`src/hw/rtl/mips_integer_execute_unit_assert.svh`:
```
// ----------------------------------------------------------------------------
// Assertion macros for the MIPS I integer execute unit
// Define NO_ASSERTIONS to compile the checks out.
// ----------------------------------------------------------------------------
`ifndef MIPS_INTEGER_EXECUTE_UNIT_ASSERT_SVH
`define MIPS_INTEGER_EXECUTE_UNIT_ASSERT_SVH
`ifndef NO_ASSERTIONS
`define MIEU_ASSERT_HOLDS(lbl, ck, rn, ante, cons) \
  lbl: assert property (@(posedge ck) disable iff (!rn) (ante) |-> (cons)) \
    else $error("mieu: same-cycle check failed");
`define MIEU_ASSERT_NEXT(lbl, ck, rn, ante, cons) \
  lbl: assert property (@(posedge ck) disable iff (!rn) (ante) |=> (cons)) \
    else $error("mieu: next-cycle check failed");
`else
`define MIEU_ASSERT_HOLDS(lbl, ck, rn, ante, cons)
`define MIEU_ASSERT_NEXT(lbl, ck, rn, ante, cons)
`endif
`endif

```
`src/hw/rtl/mieu_pkg.sv`:
```
// ----------------------------------------------------------------------------
// mieu_pkg
// Types, codes and opcode constants of the MIPS I integer execute unit.
// ----------------------------------------------------------------------------
package mieu_pkg;

  typedef enum logic [2:0] {
    EXC_NONE       = 3'd0,
    EXC_OVERFLOW   = 3'd1,
    EXC_LOAD_ADDR  = 3'd2,
    EXC_STORE_ADDR = 3'd3,
    EXC_BREAK      = 3'd4,
    EXC_SYSCALL    = 3'd5,
    EXC_RESERVED   = 3'd6,
    EXC_COP        = 3'd7
  } exc_code_t;

  typedef enum logic [2:0] {
    MEM_NONE    = 3'd0,
    MEM_RD_WORD = 3'd1,
    MEM_RD_HALF = 3'd2,
    MEM_RD_BYTE = 3'd3,
    MEM_WR_WORD = 3'd4,
    MEM_WR_HALF = 3'd5,
    MEM_WR_BYTE = 3'd6
  } mem_op_t;

  typedef enum logic [3:0] {
    PK_NONE = 4'd0,
    PK_LB   = 4'd1,
    PK_LBU  = 4'd2,
    PK_LH   = 4'd3,
    PK_LHU  = 4'd4,
    PK_LW   = 4'd5,
    PK_LWL  = 4'd6,
    PK_LWR  = 4'd7,
    PK_SWL  = 4'd8,
    PK_SWR  = 4'd9
  } pend_kind_t;

  typedef enum logic [1:0] {
    MD_MULT  = 2'd0,
    MD_MULTU = 2'd1,
    MD_DIV   = 2'd2,
    MD_DIVU  = 2'd3
  } md_op_t;

  typedef enum logic [1:0] {
    ST_IDLE   = 2'd0,
    ST_EXEC   = 2'd1,
    ST_MDWAIT = 2'd2
  } ieu_state_t;

  typedef enum logic [2:0] {
    MDS_IDLE = 3'd0,
    MDS_MUL  = 3'd1,
    MDS_DIV  = 3'd2,
    MDS_FIX  = 3'd3,
    MDS_DONE = 3'd4
  } md_state_t;

  // primary opcodes
  localparam logic [5:0] OP_SPECIAL = 6'h00;
  localparam logic [5:0] OP_REGIMM  = 6'h01;
  localparam logic [5:0] OP_J       = 6'h02;
  localparam logic [5:0] OP_JAL     = 6'h03;
  localparam logic [5:0] OP_BEQ     = 6'h04;
  localparam logic [5:0] OP_BNE     = 6'h05;
  localparam logic [5:0] OP_BLEZ    = 6'h06;
  localparam logic [5:0] OP_BGTZ    = 6'h07;
  localparam logic [5:0] OP_ADDI    = 6'h08;
  localparam logic [5:0] OP_ADDIU   = 6'h09;
  localparam logic [5:0] OP_SLTI    = 6'h0a;
  localparam logic [5:0] OP_SLTIU   = 6'h0b;
  localparam logic [5:0] OP_ANDI    = 6'h0c;
  localparam logic [5:0] OP_ORI     = 6'h0d;
  localparam logic [5:0] OP_XORI    = 6'h0e;
  localparam logic [5:0] OP_LUI     = 6'h0f;
  localparam logic [5:0] OP_COP0    = 6'h10;
  localparam logic [5:0] OP_COP1    = 6'h11;
  localparam logic [5:0] OP_COP2    = 6'h12;
  localparam logic [5:0] OP_COP3    = 6'h13;
  localparam logic [5:0] OP_LB      = 6'h20;
  localparam logic [5:0] OP_LH      = 6'h21;
  localparam logic [5:0] OP_LWL     = 6'h22;
  localparam logic [5:0] OP_LW      = 6'h23;
  localparam logic [5:0] OP_LBU     = 6'h24;
  localparam logic [5:0] OP_LHU     = 6'h25;
  localparam logic [5:0] OP_LWR     = 6'h26;
  localparam logic [5:0] OP_SB      = 6'h28;
  localparam logic [5:0] OP_SH      = 6'h29;
  localparam logic [5:0] OP_SWL     = 6'h2a;
  localparam logic [5:0] OP_SW      = 6'h2b;
  localparam logic [5:0] OP_SWR     = 6'h2e;
  localparam logic [5:0] OP_LWC0    = 6'h30;
  localparam logic [5:0] OP_LWC1    = 6'h31;
  localparam logic [5:0] OP_LWC2    = 6'h32;
  localparam logic [5:0] OP_LWC3    = 6'h33;
  localparam logic [5:0] OP_SWC0    = 6'h38;
  localparam logic [5:0] OP_SWC1    = 6'h39;
  localparam logic [5:0] OP_SWC2    = 6'h3a;
  localparam logic [5:0] OP_SWC3    = 6'h3b;

  // SPECIAL function codes
  localparam logic [5:0] FN_SLL     = 6'h00;
  localparam logic [5:0] FN_SRL     = 6'h02;
  localparam logic [5:0] FN_SRA     = 6'h03;
  localparam logic [5:0] FN_SLLV    = 6'h04;
  localparam logic [5:0] FN_SRLV    = 6'h06;
  localparam logic [5:0] FN_SRAV    = 6'h07;
  localparam logic [5:0] FN_JR      = 6'h08;
  localparam logic [5:0] FN_JALR    = 6'h09;
  localparam logic [5:0] FN_SYSCALL = 6'h0c;
  localparam logic [5:0] FN_BREAK   = 6'h0d;
  localparam logic [5:0] FN_MFHI    = 6'h10;
  localparam logic [5:0] FN_MTHI    = 6'h11;
  localparam logic [5:0] FN_MFLO    = 6'h12;
  localparam logic [5:0] FN_MTLO    = 6'h13;
  localparam logic [5:0] FN_MULT    = 6'h18;
  localparam logic [5:0] FN_MULTU   = 6'h19;
  localparam logic [5:0] FN_DIV     = 6'h1a;
  localparam logic [5:0] FN_DIVU    = 6'h1b;
  localparam logic [5:0] FN_ADD     = 6'h20;
  localparam logic [5:0] FN_ADDU    = 6'h21;
  localparam logic [5:0] FN_SUB     = 6'h22;
  localparam logic [5:0] FN_SUBU    = 6'h23;
  localparam logic [5:0] FN_AND     = 6'h24;
  localparam logic [5:0] FN_OR      = 6'h25;
  localparam logic [5:0] FN_XOR     = 6'h26;
  localparam logic [5:0] FN_NOR     = 6'h27;
  localparam logic [5:0] FN_SLT     = 6'h2a;
  localparam logic [5:0] FN_SLTU    = 6'h2b;

  localparam logic [4:0] LINK_REG   = 5'd31;
  localparam logic [3:0] REGIMM_LINK = 4'b1000;

  typedef struct packed {
    logic        kind;
    logic [31:0] instruction;
    logic [31:0] pc_now;
    logic [31:0] link_pc;
    logic [31:0] mem_data;
  } in_item_t;

  typedef struct packed {
    exc_code_t   exception_code;
    logic        wb_valid;
    logic [4:0]  wb_index;
    logic [31:0] wb_value;
    logic        branch_taken;
    logic [31:0] branch_target;
    mem_op_t     mem_op;
    logic [31:0] mem_addr;
    logic [31:0] mem_wdata;
  } out_item_t;

  typedef struct packed {
    logic        en;
    logic [4:0]  idx;
    logic [31:0] data;
  } rf_wr_t;

  typedef struct packed {
    logic [31:0] hi;
    logic [31:0] lo;
    logic        load_issued;
    logic        delay_active;
    logic [4:0]  delayed_index;
    logic [31:0] delayed_old;
    pend_kind_t  pend_kind;
    logic [4:0]  pend_target;
    logic [31:0] pend_addr;
    logic [31:0] pend_store;
  } arch_t;

  typedef struct packed {
    logic        start;
    md_op_t      op;
    logic [31:0] a;
    logic [31:0] b;
  } md_req_t;

  typedef struct packed {
    logic        done;
    logic [31:0] hi;
    logic [31:0] lo;
  } md_rsp_t;

endpackage

```
`src/hw/rtl/mieu_regfile.sv`:
```
// ----------------------------------------------------------------------------
// mieu_regfile
// 32x32 general register file: two registered read ports, one write port.
// Per-entry valid bits make unwritten entries read as zero after reset.
// ----------------------------------------------------------------------------
module mieu_regfile (
  input  logic                clk,
  input  logic                rst_n,
  input  logic                rd_en,
  input  logic [4:0]          raddr_a,
  input  logic [4:0]          raddr_b,
  output logic [31:0]         rdata_a,
  output logic [31:0]         rdata_b,
  input  mieu_pkg::rf_wr_t    wr
);

  logic [31:0] mem [32];
  logic [31:0] vld_r;
  logic [31:0] data_a_r, data_b_r;
  logic        hit_a_r, hit_b_r;

  always_ff @(posedge clk) begin
    if (wr.en) begin
      mem[wr.idx] <= wr.data;
    end
    if (rd_en) begin
      data_a_r <= mem[raddr_a];
      data_b_r <= mem[raddr_b];
      hit_a_r  <= vld_r[raddr_a];
      hit_b_r  <= vld_r[raddr_b];
    end
  end

  always_ff @(posedge clk) begin
    if (!rst_n) begin
      vld_r <= '0;
    end else if (wr.en) begin
      vld_r[wr.idx] <= 1'b1;
    end
  end

  assign rdata_a = hit_a_r ? data_a_r : 32'd0;
  assign rdata_b = hit_b_r ? data_b_r : 32'd0;

endmodule

```
`config.mk`:
```
export PLATFORM = sky130hd
export DESIGN_NAME = mieu_regfile
export DESIGN_NICKNAME = d
export VERILOG_FILES = /design/src/hw/rtl/mips_integer_execute_unit_assert.svh /design/src/hw/rtl/mieu_pkg.sv /design/src/hw/rtl/mieu_regfile.sv
export SDC_FILE = /design/constraint.sdc
export NUM_CORES = 1
export LEC_CHECK = 0
export ABC_AREA = 1
export BUFFER_PORTS_ARGS = -buffer_cell sky130_fd_sc_hd__buf_2
export CORE_MARGIN = 2
export CORE_UTILIZATION = 26
export DETAILED_ROUTE_END_ITERATION = 10
export HOLD_SLACK_MARGIN = 0.06
export PLACE_DENSITY_LB_ADDON = 0.12
export RECOVER_POWER = 100
export SKIP_LAST_GASP = 1
export SYNTH_ARGS = -nofsm -noshare
export SYNTH_HDL_FRONTEND = slang
export SYNTH_SLANG_ARGS = --single-unit
```
`constraint.sdc`:
```
create_clock -name clk -period 4.58 [get_ports clk]
set_input_delay 0.229 -clock clk [delete_from_list [all_inputs] [get_ports clk]]
set_output_delay 0.229 -clock clk [all_outputs]
set_load 0.005 [all_outputs]
```
==> metrics, run 1 <==
initial antenna violation count=5; critical hold path startpoint=raddr_b[3]; RR Startpoint=vld_r[29]; Synth cell types=20; CP Max Fanout=50; die height=472 um; Syn Area/Cell=8.88 um2; total wire length=245,000 um; clock buffer depth=3; vias per inst=5.01; Worst Hold Class=primary input to register; Syn Inst Count=6,406; CP Capture Type=register; dpl cells=9,053; core footprint=217,000 um2; Reg area=33,400 um2; Initial Util=0.262; Setup TNS=0 ps; worst skew pair latency=810 ps; WP data required=5210 ps; dpl hpwl=128,000 um; Net Switching=6.66 mW; gr usage total=0.216; number of port buffers=114; Setup CP Type=primary input to register; FF-to-FF setup slack=2860 ps; GP Congestion=0.792; P&R area growth vs syn=12.0%; Cell Chain, Critical Path=clkbuf_4, clkbuf_1, nand3_1, nand2_1, nand2_1, nand2_1, nand2_1, nand2_1; worst reg2reg path endpoint=vld_r[29]; CP most frequent cell=nand2_1; Worst-path clk slew=60 ps; Iteration-0 DRC Markers=4,305; failing checks=max-capacitance violations, max-slew violations; Synth Warn #=0; routed len/inst=26.2 um; PD cells=388 nW/um2; Yosys top cell area share=0.575; First-pass DRT Iterations=6; static leakage=24.9 nW; vias in the first global route=46.5k; CTS tree=built; CTS H-Tree Depth=4; commonest non-fill, non-tap cell in the layout=nand2_1; FILL cells=22.9k; Worst-Margin Slew=3020 ps; share of post-route cells with drive strength above 1=0.0555; status=finished, violations left; synth top area cells=edfxtp_1 (58%), nand2_1 (20%), nand3_1 (14%), buf_6 (2.7%), buf_2 (1.9%); min cycle time layout=3830 ps; Cell Area, Synth=56,900 um2; Startpoint Class=primary input; reg2reg path depth=4; Tcrit/Tclk final=0.835; switch share=0.270; overall power=24.7 mW; post-CTS setup buffers=0; Clock Sinks=1,122; vias=46.8k; I/O pin count=115; row count=171; final setup violation count=0; Post-DRT Antenna Nets=0; post-synthesis sequential area ratio=0.587; DRC viols=0; internal power=18.1 mW; data arrival time of the worst path=4450 ps; first-pass GRT wire length=348,000 um; final hold vios=0; most frequent cells in the layout=nand2_1 (3,041), nand3_1 (1,584), edfxtp_1 (1,090); overflow left after global routing=0; hold endpoint=data_b_r[1]; Die X=472 um; area leader, netlist=edfxtp_1; largest net degree at the start of global routing=161; hold path cells=5; skew final=31.5 ps; VDD IR-drop max=0.392 mV; Max Cap Violations=50; Fmax achieved=0.261 GHz; RSZ-0062 raised after global routing=false; Clk pwr share=0.429; Finished Layout Cells=9,349; die area=223,000 um2; Seq cells post-synth=1,122; Comb power frac=0.103; Multi-input gate area=19,800 um2; CTS resizes=0; slowest CP cell=clkbuf_1; fin nets=6,430; Synth Net Count=6,457; Slew HR=-1.01; CTS root buf=clkbuf_16; total CTS buffers=138; Slew Viols, Final=1,255; register share of total power=0.468; critical path's largest stage delay=2190 ps
-- state kept, by name (all words and copies together), names as in the netlist --
name,cells
hit_b_r,1
hit_a_r,1
vld_r,32
data_b_r,32
mem,1024
data_a_r,32
-- layout make-up --
cell class / instances / area share
multi-input combinational: 4726 / 0.311
tap: 2854 / 0.0560
antenna: 4 / 0.000157
timing repair buffer: 292 / 0.0351
clock inverter: 66 / 0.00892
clock buffer: 186 / 0.0577
inverter: 99 / 0.00734
sequential: 1122 / 0.524
-- critical path, delay by kind of cell --
| kind | cells | cell delay [ps] |
|---|---|---|
| and+or+nand+nor | 6 | 970 |
| buffers and inverters | 2 | 3100 |
-- worst max-delay path by stage --
stage | end | slack (ps) | start
floorplan | mem[29][0] | 370 | wr[37]
global route | data_a_r[8] | 830 | raddr_a[0]
CTS | rdata_b[18] | 1540 | hit_b_r
global placement | mem[22][7] | 1850 | wr[37]
detailed placement | mem[6][15] | 1890 | wr[37]
finish | data_b_r[16] | 750 | raddr_b[2]
-- Yosys cell counts, drive strengths merged --
master and n:
nand3 1584, edfxtp 1090, nor2 87, clkbuf 32, buf 427, a21oi 1, nand2 3041, inv 99
nor3 12, nor4 1, dfxtp 32
-- logic make-up after synthesis --
group | synth area share
simple gates | 0.347
flops | 0.587
buf+inv | 0.0663
compound gates | 0.0000879
-- power by group through the flow --
stage	logic [mW]	registers, mW	clock network (mW)
final	2.54	11.6	10.6
after CTS	2.58	11.6	10.9
after floorplan	1.56	11.7	0
after detailed placement	2.54	11.8	0
after global routing	2.79	11.6	11.2
after global placement	2.55	11.8	0
-- metal layers --
metal / GRT usage / share of wire
met1: 0.280 / 0.43
met2: 0.372 / 0.48
met3: 0.0269 / 0.051
met4: 0.0731 / 0.036
met5: 0 / 0.00012
-- repair_timing --
action / 4_1_cts / 5_1_grt
hold buffers: 40 / 0
hold endpoints to repair: 1092 / 0
setup endpoints to repair: 0 / 0
-- per-stage QoR --
| stage | hold WS (ps) | cell area (um2) | utilization | worst slack (ps) |
|---|---|---|---|---|
| floorplan | 328 | 56900 | - | 367 |
| global placement | 473 | 59500 | 0.274 | 1850 |
| detailed placement | 485 | 59500 | 0.274 | 1890 |
| CTS | 98.3 | 64100 | 0.295 | 1540 |
| global route | 146 | 63700 | 0.293 | 828 |
| finish | 146 | 63700 | 0.293 | 754 |
Power figures use the tool's default switching activity.
==> run 2: changes to the inputs <==
==> constraint.sdc (replaced) <==
create_clock -name clk -period 3.15 [get_ports clk]
set_input_delay 0.1575 -clock clk [delete_from_list [all_inputs] [get_ports clk]]
set_output_delay 0.1575 -clock clk [all_outputs]
set_load 0.005 [all_outputs]
==> metrics, run 2 (synthesized netlist as in run 1, its figures left out) <==
I/O pin count=115; vias in the first global route=46.3k; Clk pwr share=0.430; switch share=0.261; Setup TNS=0 ps; Max Cap Violations=37; Die X=472 um; Initial Util=0.262; share of post-route cells with drive strength above 1=0.0619; critical path's largest stage delay=1160 ps; Worst Path Buf+Inv=4; skew final=23.7 ps; min cycle time layout=2750 ps; DRC viols=0; FILL cells=22.8k; crit-path leading delay family=buffers and inverters; Multi-input gate area=19,800 um2; Worst Hold Class=primary input to register; Worst-path clk slew=60 ps; commonest non-fill, non-tap cell in the layout=nand2_1; WP data required=3520 ps; core footprint=217,000 um2; P&R area growth vs syn=13.1%; register share of total power=0.466; most frequent cells in the layout=nand2_1 (3,041), nand3_1 (1,584), edfxtp_1 (1,090); Slew HR=-0.396; Setup CP Type=primary input to register; Fmax achieved=0.364 GHz; largest net degree at the start of global routing=131; number of port buffers=114; CTS tree=built; vias=46.8k; Clock Sinks=1,122; First-pass DRT Iterations=6; Slew Viols, Final=1,149; failing checks=max-capacitance violations, max-slew violations; routed len/inst=25.5 um; CTS H-Tree Depth=4; CP most frequent cell=clkbuf_1; vias per inst=4.99; GP Congestion=0.772; Largest register FFs=1,024; die area=223,000 um2; slowest CP cell=clkbuf_1; total wire length=239,000 um; final hold vios=0; worst skew pair latency=790 ps; CP Capture Type=register; VDD IR-drop max=0.577 mV; dpl hpwl=130,000 um; total CTS buffers=139; gr usage total=0.212; clock buffer depth=3; Tcrit/Tclk final=0.873; Startpoint Class=primary input; Worst-Margin Slew=2090 ps; RSZ-0062 raised after global routing=false; row count=171; internal power=26.7 mW; die height=472 um; data arrival time of the worst path=3120 ps; Largest Register=mem; CP Max Fanout=11; final setup violation count=0; CTS resizes=0; Reg area=33,400 um2; Cell Chain, Critical Path=dlygate4sd3_1, clkbuf_1, nor3_1, inv_1, nor2_1, clkbuf_1; Net Switching=9.44 mW; Iteration-0 DRC Markers=4,101; status=finished, violations left; PD cells=561 nW/um2; CTS root buf=clkbuf_16; Post-DRT Antenna Nets=0; static leakage=25.3 nW; overflow left after global routing=0; first-pass GRT wire length=342,000 um; overall power=36.1 mW; Comb power frac=0.104; initial antenna violation count=6; fin nets=6,467
## run 2: cell type report
class	instances	share of cell area
clock buffers	195	0.0599
clock inverters	53	0.00688
flip-flops and latches	1122	0.519
repair buffers	328	0.0442
well taps	2854	0.0555
multi-input cells	4726	0.308
diodes	3	0.000117
inverters	99	0.00684
## run 2: final timing paths
| path | from | slack (ps) | depth (start not counted) | to |
|---|---|---|---|---|
| setup / recovery | wr[33] | 400 | 6 | mem[13][13] |
| hold / removal | wr[36] | 110 | 4 | mem[3][29] |
| setup reg to reg | vld_r[29] | 1420 | 4 | vld_r[29] |
| hold reg to reg | vld_r[20] | 500 | 2 | vld_r[20] |
## run 2: metrics by stage
stage / std cells / utilization / instance area [um2] / setup WS [ps] / hold slack, ps
after floorplan: 6406 / - / 56900 / 362 / 256
after global placement: 9089 / 0.277 / 60300 / 809 / 473
after detailed placement: 9089 / 0.277 / 60300 / 811 / 485
after CTS: 9377 / 0.299 / 65000 / 711 / 79.5
after global routing: 9377 / 0.296 / 64300 / 358 / 130
final: 9380 / 0.296 / 64400 / 400 / 107
## run 2: timing repair
action | 4_1_cts | 5_1_grt
hold endpoints to repair | 1094 | 0
buffers inserted | 0 | 0
hold buffers | 40 | 0
## run 2: power groups by stage
stage	Combinational, mW	Clock (mW)	Sequential [mW]
floorplan	2.27	0	17.0
global placement	3.79	0	17.1
detailed placement	3.77	0	17.1
CTS	3.82	15.9	16.8
global route	4.12	16.4	16.9
finish	3.75	15.5	16.8
## run 2: worst min-delay path: stages
cell and delay, ps:
buf_2 130, nor3_1 50, inv_1 160, nor2_4 170
## run 2: routing by layer
layer | share of wire | GRT usage
met1 | 0.44 | 0.281
met2 | 0.48 | 0.357
met3 | 0.048 | 0.0243
met4 | 0.034 | 0.0725
met5 | 0.000088 | 0
