--- src/hw/rtl/mips_integer_execute_unit_assert.svh ---
// ----------------------------------------------------------------------------
// Assertion macros for the MIPS I integer execute unit
// Define NO_ASSERTIONS to compile the checks out.
// ----------------------------------------------------------------------------
`ifndef MIPS_INTEGER_EXECUTE_UNIT_ASSERT_SVH
`define MIPS_INTEGER_EXECUTE_UNIT_ASSERT_SVH
`ifndef NO_ASSERTIONS
`define MIEU_ASSERT_HOLDS(lbl, ck, rn, ante, cons) \
  lbl: assert property (@(posedge ck) disable iff (!rn) (ante) |-> (cons)) \
    else $error("mieu: same-cycle check failed");
`define MIEU_ASSERT_NEXT(lbl, ck, rn, ante, cons) \
  lbl: assert property (@(posedge ck) disable iff (!rn) (ante) |=> (cons)) \
    else $error("mieu: next-cycle check failed");
`else
`define MIEU_ASSERT_HOLDS(lbl, ck, rn, ante, cons)
`define MIEU_ASSERT_NEXT(lbl, ck, rn, ante, cons)
`endif
`endif

--- src/hw/rtl/mieu_pkg.sv ---
// ----------------------------------------------------------------------------
// mieu_pkg
// Types, codes and opcode constants of the MIPS I integer execute unit.
// ----------------------------------------------------------------------------
package mieu_pkg;

  typedef enum logic [2:0] {
    EXC_NONE       = 3'd0,
    EXC_OVERFLOW   = 3'd1,
    EXC_LOAD_ADDR  = 3'd2,
    EXC_STORE_ADDR = 3'd3,
    EXC_BREAK      = 3'd4,
    EXC_SYSCALL    = 3'd5,
    EXC_RESERVED   = 3'd6,
    EXC_COP        = 3'd7
  } exc_code_t;

  typedef enum logic [2:0] {
    MEM_NONE    = 3'd0,
    MEM_RD_WORD = 3'd1,
    MEM_RD_HALF = 3'd2,
    MEM_RD_BYTE = 3'd3,
    MEM_WR_WORD = 3'd4,
    MEM_WR_HALF = 3'd5,
    MEM_WR_BYTE = 3'd6
  } mem_op_t;

  typedef enum logic [3:0] {
    PK_NONE = 4'd0,
    PK_LB   = 4'd1,
    PK_LBU  = 4'd2,
    PK_LH   = 4'd3,
    PK_LHU  = 4'd4,
    PK_LW   = 4'd5,
    PK_LWL  = 4'd6,
    PK_LWR  = 4'd7,
    PK_SWL  = 4'd8,
    PK_SWR  = 4'd9
  } pend_kind_t;

  typedef enum logic [1:0] {
    MD_MULT  = 2'd0,
    MD_MULTU = 2'd1,
    MD_DIV   = 2'd2,
    MD_DIVU  = 2'd3
  } md_op_t;

  typedef enum logic [1:0] {
    ST_IDLE   = 2'd0,
    ST_EXEC   = 2'd1,
    ST_MDWAIT = 2'd2
  } ieu_state_t;

  typedef enum logic [2:0] {
    MDS_IDLE = 3'd0,
    MDS_MUL  = 3'd1,
    MDS_DIV  = 3'd2,
    MDS_FIX  = 3'd3,
    MDS_DONE = 3'd4
  } md_state_t;

  // primary opcodes
  localparam logic [5:0] OP_SPECIAL = 6'h00;
  localparam logic [5:0] OP_REGIMM  = 6'h01;
  localparam logic [5:0] OP_J       = 6'h02;
  localparam logic [5:0] OP_JAL     = 6'h03;
  localparam logic [5:0] OP_BEQ     = 6'h04;
  localparam logic [5:0] OP_BNE     = 6'h05;
  localparam logic [5:0] OP_BLEZ    = 6'h06;
  localparam logic [5:0] OP_BGTZ    = 6'h07;
  localparam logic [5:0] OP_ADDI    = 6'h08;
  localparam logic [5:0] OP_ADDIU   = 6'h09;
  localparam logic [5:0] OP_SLTI    = 6'h0a;
  localparam logic [5:0] OP_SLTIU   = 6'h0b;
  localparam logic [5:0] OP_ANDI    = 6'h0c;
  localparam logic [5:0] OP_ORI     = 6'h0d;
  localparam logic [5:0] OP_XORI    = 6'h0e;
  localparam logic [5:0] OP_LUI     = 6'h0f;
  localparam logic [5:0] OP_COP0    = 6'h10;
  localparam logic [5:0] OP_COP1    = 6'h11;
  localparam logic [5:0] OP_COP2    = 6'h12;
  localparam logic [5:0] OP_COP3    = 6'h13;
  localparam logic [5:0] OP_LB      = 6'h20;
  localparam logic [5:0] OP_LH      = 6'h21;
  localparam logic [5:0] OP_LWL     = 6'h22;
  localparam logic [5:0] OP_LW      = 6'h23;
  localparam logic [5:0] OP_LBU     = 6'h24;
  localparam logic [5:0] OP_LHU     = 6'h25;
  localparam logic [5:0] OP_LWR     = 6'h26;
  localparam logic [5:0] OP_SB      = 6'h28;
  localparam logic [5:0] OP_SH      = 6'h29;
  localparam logic [5:0] OP_SWL     = 6'h2a;
  localparam logic [5:0] OP_SW      = 6'h2b;
  localparam logic [5:0] OP_SWR     = 6'h2e;
  localparam logic [5:0] OP_LWC0    = 6'h30;
  localparam logic [5:0] OP_LWC1    = 6'h31;
  localparam logic [5:0] OP_LWC2    = 6'h32;
  localparam logic [5:0] OP_LWC3    = 6'h33;
  localparam logic [5:0] OP_SWC0    = 6'h38;
  localparam logic [5:0] OP_SWC1    = 6'h39;
  localparam logic [5:0] OP_SWC2    = 6'h3a;
  localparam logic [5:0] OP_SWC3    = 6'h3b;

  // SPECIAL function codes
  localparam logic [5:0] FN_SLL     = 6'h00;
  localparam logic [5:0] FN_SRL     = 6'h02;
  localparam logic [5:0] FN_SRA     = 6'h03;
  localparam logic [5:0] FN_SLLV    = 6'h04;
  localparam logic [5:0] FN_SRLV    = 6'h06;
  localparam logic [5:0] FN_SRAV    = 6'h07;
  localparam logic [5:0] FN_JR      = 6'h08;
  localparam logic [5:0] FN_JALR    = 6'h09;
  localparam logic [5:0] FN_SYSCALL = 6'h0c;
  localparam logic [5:0] FN_BREAK   = 6'h0d;
  localparam logic [5:0] FN_MFHI    = 6'h10;
  localparam logic [5:0] FN_MTHI    = 6'h11;
  localparam logic [5:0] FN_MFLO    = 6'h12;
  localparam logic [5:0] FN_MTLO    = 6'h13;
  localparam logic [5:0] FN_MULT    = 6'h18;
  localparam logic [5:0] FN_MULTU   = 6'h19;
  localparam logic [5:0] FN_DIV     = 6'h1a;
  localparam logic [5:0] FN_DIVU    = 6'h1b;
  localparam logic [5:0] FN_ADD     = 6'h20;
  localparam logic [5:0] FN_ADDU    = 6'h21;
  localparam logic [5:0] FN_SUB     = 6'h22;
  localparam logic [5:0] FN_SUBU    = 6'h23;
  localparam logic [5:0] FN_AND     = 6'h24;
  localparam logic [5:0] FN_OR      = 6'h25;
  localparam logic [5:0] FN_XOR     = 6'h26;
  localparam logic [5:0] FN_NOR     = 6'h27;
  localparam logic [5:0] FN_SLT     = 6'h2a;
  localparam logic [5:0] FN_SLTU    = 6'h2b;

  localparam logic [4:0] LINK_REG   = 5'd31;
  localparam logic [3:0] REGIMM_LINK = 4'b1000;

  typedef struct packed {
    logic        kind;
    logic [31:0] instruction;
    logic [31:0] pc_now;
    logic [31:0] link_pc;
    logic [31:0] mem_data;
  } in_item_t;

  typedef struct packed {
    exc_code_t   exception_code;
    logic        wb_valid;
    logic [4:0]  wb_index;
    logic [31:0] wb_value;
    logic        branch_taken;
    logic [31:0] branch_target;
    mem_op_t     mem_op;
    logic [31:0] mem_addr;
    logic [31:0] mem_wdata;
  } out_item_t;

  typedef struct packed {
    logic        en;
    logic [4:0]  idx;
    logic [31:0] data;
  } rf_wr_t;

  typedef struct packed {
    logic [31:0] hi;
    logic [31:0] lo;
    logic        load_issued;
    logic        delay_active;
    logic [4:0]  delayed_index;
    logic [31:0] delayed_old;
    pend_kind_t  pend_kind;
    logic [4:0]  pend_target;
    logic [31:0] pend_addr;
    logic [31:0] pend_store;
  } arch_t;

  typedef struct packed {
    logic        start;
    md_op_t      op;
    logic [31:0] a;
    logic [31:0] b;
  } md_req_t;

  typedef struct packed {
    logic        done;
    logic [31:0] hi;
    logic [31:0] lo;
  } md_rsp_t;

endpackage

--- src/hw/rtl/mieu_muldiv.sv ---
// ----------------------------------------------------------------------------
// mieu_muldiv
// HI/LO multiply and divide unit: a registered 33x33 multiply, and a
// restoring divider that retires one quotient bit per cycle.
// ----------------------------------------------------------------------------
module mieu_muldiv (
  input  logic               clk,
  input  logic               rst_n,
  input  mieu_pkg::md_req_t  req,
  output mieu_pkg::md_rsp_t  rsp
);

  mieu_pkg::md_state_t state_r, state_nxt;

  logic signed [32:0] opa_r, opb_r;
  logic signed [65:0] prod;
  logic [31:0]        rem_r, quo_r, dvs_r, hi_r, lo_r;
  logic [4:0]         cnt_r;
  logic               neg_q_r, neg_r_r;
  logic [33:0]        trial;
  logic               is_mul, is_signed;
  logic [31:0]        mag_a, mag_b;

  assign is_mul    = (req.op == mieu_pkg::MD_MULT) || (req.op == mieu_pkg::MD_MULTU);
  assign is_signed = (req.op == mieu_pkg::MD_MULT) || (req.op == mieu_pkg::MD_DIV);
  assign mag_a     = (is_signed && req.a[31]) ? (32'd0 - req.a) : req.a;
  assign mag_b     = (is_signed && req.b[31]) ? (32'd0 - req.b) : req.b;
  assign prod      = opa_r * opb_r;
  assign trial     = {1'b0, rem_r, quo_r[31]} - {2'b00, dvs_r};

  always_ff @(posedge clk) begin
    if (!rst_n) begin
      state_r <= mieu_pkg::MDS_IDLE;
    end else begin
      state_r <= state_nxt;
    end
  end

  always_comb begin
    state_nxt = state_r;
    case (state_r)
      mieu_pkg::MDS_IDLE: begin
        if (req.start) begin
          if (is_mul) begin
            state_nxt = mieu_pkg::MDS_MUL;
          end else if (req.b == 32'd0) begin
            state_nxt = mieu_pkg::MDS_DONE;
          end else begin
            state_nxt = mieu_pkg::MDS_DIV;
          end
        end
      end
      mieu_pkg::MDS_MUL:  state_nxt = mieu_pkg::MDS_DONE;
      mieu_pkg::MDS_DIV: begin
        if (cnt_r == 5'd0) begin
          state_nxt = mieu_pkg::MDS_FIX;
        end
      end
      mieu_pkg::MDS_FIX:  state_nxt = mieu_pkg::MDS_DONE;
      mieu_pkg::MDS_DONE: state_nxt = mieu_pkg::MDS_IDLE;
      default:            state_nxt = mieu_pkg::MDS_IDLE;
    endcase
  end

  always_ff @(posedge clk) begin
    case (state_r)
      mieu_pkg::MDS_IDLE: begin
        if (req.start) begin
          opa_r   <= {is_signed & req.a[31], req.a};
          opb_r   <= {is_signed & req.b[31], req.b};
          quo_r   <= mag_a;
          dvs_r   <= mag_b;
          rem_r   <= 32'd0;
          cnt_r   <= 5'd31;
          neg_q_r <= is_signed && (req.a[31] ^ req.b[31]);
          neg_r_r <= is_signed && req.a[31];
          // divide by zero: fixed quotient, remainder is the dividend
          lo_r    <= (is_signed && req.a[31]) ? 32'd1 : 32'hffff_ffff;
          hi_r    <= req.a;
        end
      end
      mieu_pkg::MDS_MUL: begin
        hi_r <= prod[63:32];
        lo_r <= prod[31:0];
      end
      mieu_pkg::MDS_DIV: begin
        if (!trial[33]) begin
          rem_r <= trial[31:0];
          quo_r <= {quo_r[30:0], 1'b1};
        end else begin
          rem_r <= {rem_r[30:0], quo_r[31]};
          quo_r <= {quo_r[30:0], 1'b0};
        end
        cnt_r <= cnt_r - 5'd1;
      end
      mieu_pkg::MDS_FIX: begin
        lo_r <= neg_q_r ? (32'd0 - quo_r) : quo_r;
        hi_r <= neg_r_r ? (32'd0 - rem_r) : rem_r;
      end
      default: ;
    endcase
  end

  assign rsp.done = (state_r == mieu_pkg::MDS_DONE);
  assign rsp.hi   = hi_r;
  assign rsp.lo   = lo_r;

endmodule

--- config.mk ---
export PLATFORM = sky130hd
export DESIGN_NAME = mieu_muldiv
export DESIGN_NICKNAME = d
export VERILOG_FILES = /design/src/hw/rtl/mips_integer_execute_unit_assert.svh /design/src/hw/rtl/mieu_pkg.sv /design/src/hw/rtl/mieu_muldiv.sv
export SDC_FILE = /design/constraint.sdc
export NUM_CORES = 2
export LEC_CHECK = 0
export ABC_AREA = 1
export BUFFER_PORTS_ARGS = -buffer_cell sky130_fd_sc_hd__clkbuf_2
export CAP_MARGIN = 15
export CORE_MARGIN = 1
export CORE_UTILIZATION = 32
export CTS_CLUSTER_SIZE = 28
export DETAILED_ROUTE_END_ITERATION = 10
export PLACE_DENSITY = 0.46
export SKIP_LAST_GASP = 1
export SYNTH_ARGS = -nofsm -noshare
export SYNTH_HDL_FRONTEND = slang
export SYNTH_SLANG_ARGS = --single-unit
--- constraint.sdc ---
create_clock -name clk -period 21.3 [get_ports clk]
set_input_delay 1.065 -clock clk [delete_from_list [all_inputs] [get_ports clk]]
set_output_delay 1.065 -clock clk [all_outputs]
set_load 0.05 [all_outputs]
==> metrics.sh <==
FINALCLOCKSKEW_NS=0.03326
TOTAL_AREA_OF_MULTI_INPUT_COMBINATIONAL_CELLS_UM2=39750
PLACE_HPWL_UM=163400
MAX-CLOCK-PATH-BUFFERS=3
DIEHEIGHT_UM=419.5
AREA.SEQUENTIAL_UM2=6997
GRT_START_MAX_NET_PINS=62
FP.DIEW_UM=419.5
PIN_COUNT=134
CRITPATHCAPTURETYPE='register'
WORSTSKEWPAIRLATENCY_NS=0.61
SYNTH_TOP_AREA_CELL='sky130_fd_sc_hd__fa_1'
RSZ0062_AT_GRT='false'
FINAL.FILL_COUNT=18450
PORT-BUFFER-COUNT=133
SYNTH_CELL_TYPE_COUNT=59
DETAIL_ROUTE.VIAS_PER_CELL=4.740
CRIT_TYPE='register to register'
CP_SLOWEST_STAGE_DELAY_NS=0.92
SYNTH_AREA_PER_CELL_UM2=7.751
FINAL_LAYOUT_SIZE_SUFFIX_GT1_SHARE_PCT=5.003
GLOBALROUTETOTALUTIL_PCT=22.60
CP.REQUIRED_NS=21.61
SYNTH_EDF_COUNT=231
CORE_REGION_AREA_UM2=172300
SYNTHESIS.AREA_UM2=55780
LAYOUT_MIN_CYCLE_TIME_NS=8.531
SYNTH-SEQ-AREA-SHARE_PCT=12.54
YS_FF_LATCH=234
SETUP_VIOL=0
ANTENNA_VIOLATIONS_BEFORE_REPAIR=5
SYNTH_ASYNC_SR_FLOP_SHARE_PCT=0
CLKSINKCOUNT=234
SYNTH.TOP_CELLS.BY_COUNT='2073 x sky130_fd_sc_hd__inv_1, 1857 x sky130_fd_sc_hd__nand2_1, 1126 x sky130_fd_sc_hd__fa_1, 368 x sky130_fd_sc_hd__nor2_1, 277 x sky130_fd_sc_hd__clkbuf_1'
MAX_SLEW_MARGIN_PCT=31.91
ANTENNA_VIOLATING_NETS_POST_ROUTE=0
CRIT_PATH_START_KIND='register'
HP-CLASS='register to register'
WIRE_LENGTH_OF_THE_FIRST_GLOBAL_ROUTING_PASS_UM=300300
DRT_FIRST_ITER_VIOLATIONS=2701
GRT-OVFL-TOTAL=0
FINALWIRELENGTH_UM=193800
FINAL_HOLD_VIOL_COUNT=0
CTS.REPAIR_TIMING.SETUP_BUFFER_COUNT=0
DIEAREA_UM2=176000
STARTING_DENSITY_PCT=32.37
SYNTH_TOP_AREA_SHARE_PCT=40.41
ROUTED_WIRE_LENGTH_PER_INSTANCE_UM=20.46
FINAL_STAGE_NET_COUNT=8578
CTS.ROOT.BUFFER_CELL='sky130_fd_sc_hd__clkbuf_16'
SYN-NUM-NETS=8641
GRT_PASS1_VIAS=48100
POST_CTS_HOLD_BUFFER_COUNT=0
SYNTH_CELLS=7197
DRV_CAP=0
TIMING.FMAX_MHz=117.2
FLOORPLAN.ROWS=152
SETUP_TNS_NS=0
FINALCOREUTILIZATION_PCT=34.69
H_TREE_LVL_COUNT=1
VIA_COUNT=44880
DRCVIOLATIONCOUNT=0
POSTCTSRESIZEDCELLS=0
CPMAXSTAGEDELAYCELL='sky130_fd_sc_hd__fa_1'
FIN_CRIT_SH_PCT=40.05
WORST_SLEW_PIN_SLEW_NS=1.021
FINALHOLDWORSTSLACK_NS=0.5648
RESULT_OF_THE_RUN='completed'
LAYOUT-AREA-OVERHEAD-VS-SYNTH_PCT=7.155
CTS_TREE='yes'
CLKTRANSATPATHREGS_NS=0.08
CP_COMMON_CELL='sky130_fd_sc_hd__fa_1'
YS.WARNINGS.COUNT=0
YOSYS-TOP-CELLS-AREA='sky130_fd_sc_hd__fa_1 40%, sky130_fd_sc_hd__inv_1 14%, sky130_fd_sc_hd__nand2_1 12%'
SYNTH.MOST_COMMON_CELL='sky130_fd_sc_hd__inv_1'
DETAIL_ROUTE.FIRST_PASS.ITERATIONS=5
CTS_INSERTED_BUFFERS=27
ROUTABILITYCONGESTION=0.9601
CRITICAL_PATH_ARRIVAL_NS=8.84
SYNTHFLOPTYPE='sky130_fd_sc_hd__edfxtp_1'
CRIT_PATH_MAX_FO=26
SLEW_VIOL_FINAL=0
[cells in the final DEF (no fill, tap or decap), drive strengths merged, types with 4 or more instances in the layout]
| master | instances |
|---|---|
| ha | 249 |
| o21ai | 204 |
| fa | 1126 |
| buf | 84 |
| nor2 | 386 |
| clkinvlp | 7 |
| a21oi | 171 |
| nor4 | 16 |
| diode | 4 |
| o21bai | 22 |
| inv | 2092 |
| a22oi | 4 |
| o31ai | 4 |
| nand3b | 8 |
| o22ai | 5 |
| o311ai | 6 |
| xnor2 | 20 |
| edfxtp | 231 |
| xor2 | 49 |
| o211ai | 21 |
| nor3 | 48 |
| a21o | 4 |
| bufinv | 4 |
| nand3 | 254 |
| a31oi | 6 |
| nand2 | 1863 |
| clkbuf | 161 |
| or2 | 32 |
| clkinv | 8 |
| nand4 | 52 |
[layout make-up]
class | instances | share of cell area (%)
flip-flops and latches | 234 | 11.71
well taps | 2310 | 4.835
diodes | 4 | 0.01675
clock inverters | 22 | 0.4166
multi-input cells | 4565 | 66.50
inverters | 2089 | 13.12
clock buffers | 28 | 1.137
repair buffers | 217 | 2.269
[stage by stage]
step	instances	setup slack [ns]	cell area, µm²
final	9469	12.77	59770
after global routing	9466	12.24	59760
after CTS	9463	12.55	59710
after detailed placement	9413	12.59	58780
after global placement	9412	12.34	58750
after floorplan	7197	13.70	55780
[final timing paths]
kind	from	to	slack (ns)	depth (start not counted)
setup / recovery	opb_r[3]$_DFFE_PP_	hi_r[15]$_DFFE_PP_	12.77	25
hold / removal	quo_r[12]$_DFFE_PP_	quo_r[13]$_DFFE_PP_	0.56	2
setup reg to reg	opb_r[3]$_DFFE_PP_	hi_r[15]$_DFFE_PP_	12.77	25
hold reg to reg	quo_r[12]$_DFFE_PP_	quo_r[13]$_DFFE_PP_	0.56	2
[layer usage]
metal | track usage, % | up-vias | part of all wire, % | wire length (µm)
li1 | - | 20620 | - | -
met1 | 30.59 | 23000 | 44 | 85470
met2 | 38.91 | 1056 | 49 | 94740
met3 | 1.445 | 204 | 3.9 | 7591
met4 | 6.167 | 0 | 3.1 | 5948
met5 | 0 | - | 0 | 0
[flip-flops by register name (all words and copies together), names as in the netlist]
| name | count |
|---|---|
| quo_r | 32 |
| neg_q_r | 1 |
| lo_r | 32 |
| state_r | 3 |
| hi_r | 32 |
| opa_r | 33 |
| opb_r | 33 |
| dvs_r | 31 |
| rem_r | 32 |
| cnt_r | 5 |
[kinds of logic (layout without fill, tap and decap cells)]
| group | count (synthesis) | after routing | share of synthesized area [%] |
|---|---|---|---|
| other cells | 0 | 4 | 0 |
| simple gates | 2663 | 2663 | 19.54 |
| compound gates | 458 | 458 | 4.589 |
| buf+inv | 2398 | 2356 | 16.24 |
| xor+xnor | 69 | 69 | 1.083 |
| flops | 234 | 234 | 12.54 |
| fa+ha+maj | 1375 | 1375 | 46.00 |
[critical path: cells and delay by family, from the launching register on]
family	cells	cell delay, ns
DFF	1	0.64
buffers and inverters	6	0.78
and+or+nand+nor	9	1.69
AOI/OAI and AO/OA	1	0.07
adders and majority gates	9	5.03
Power is left out: the tool's default activity adds up to more than one toggle a clock period on the data nets, which glitch-free logic cannot reach.
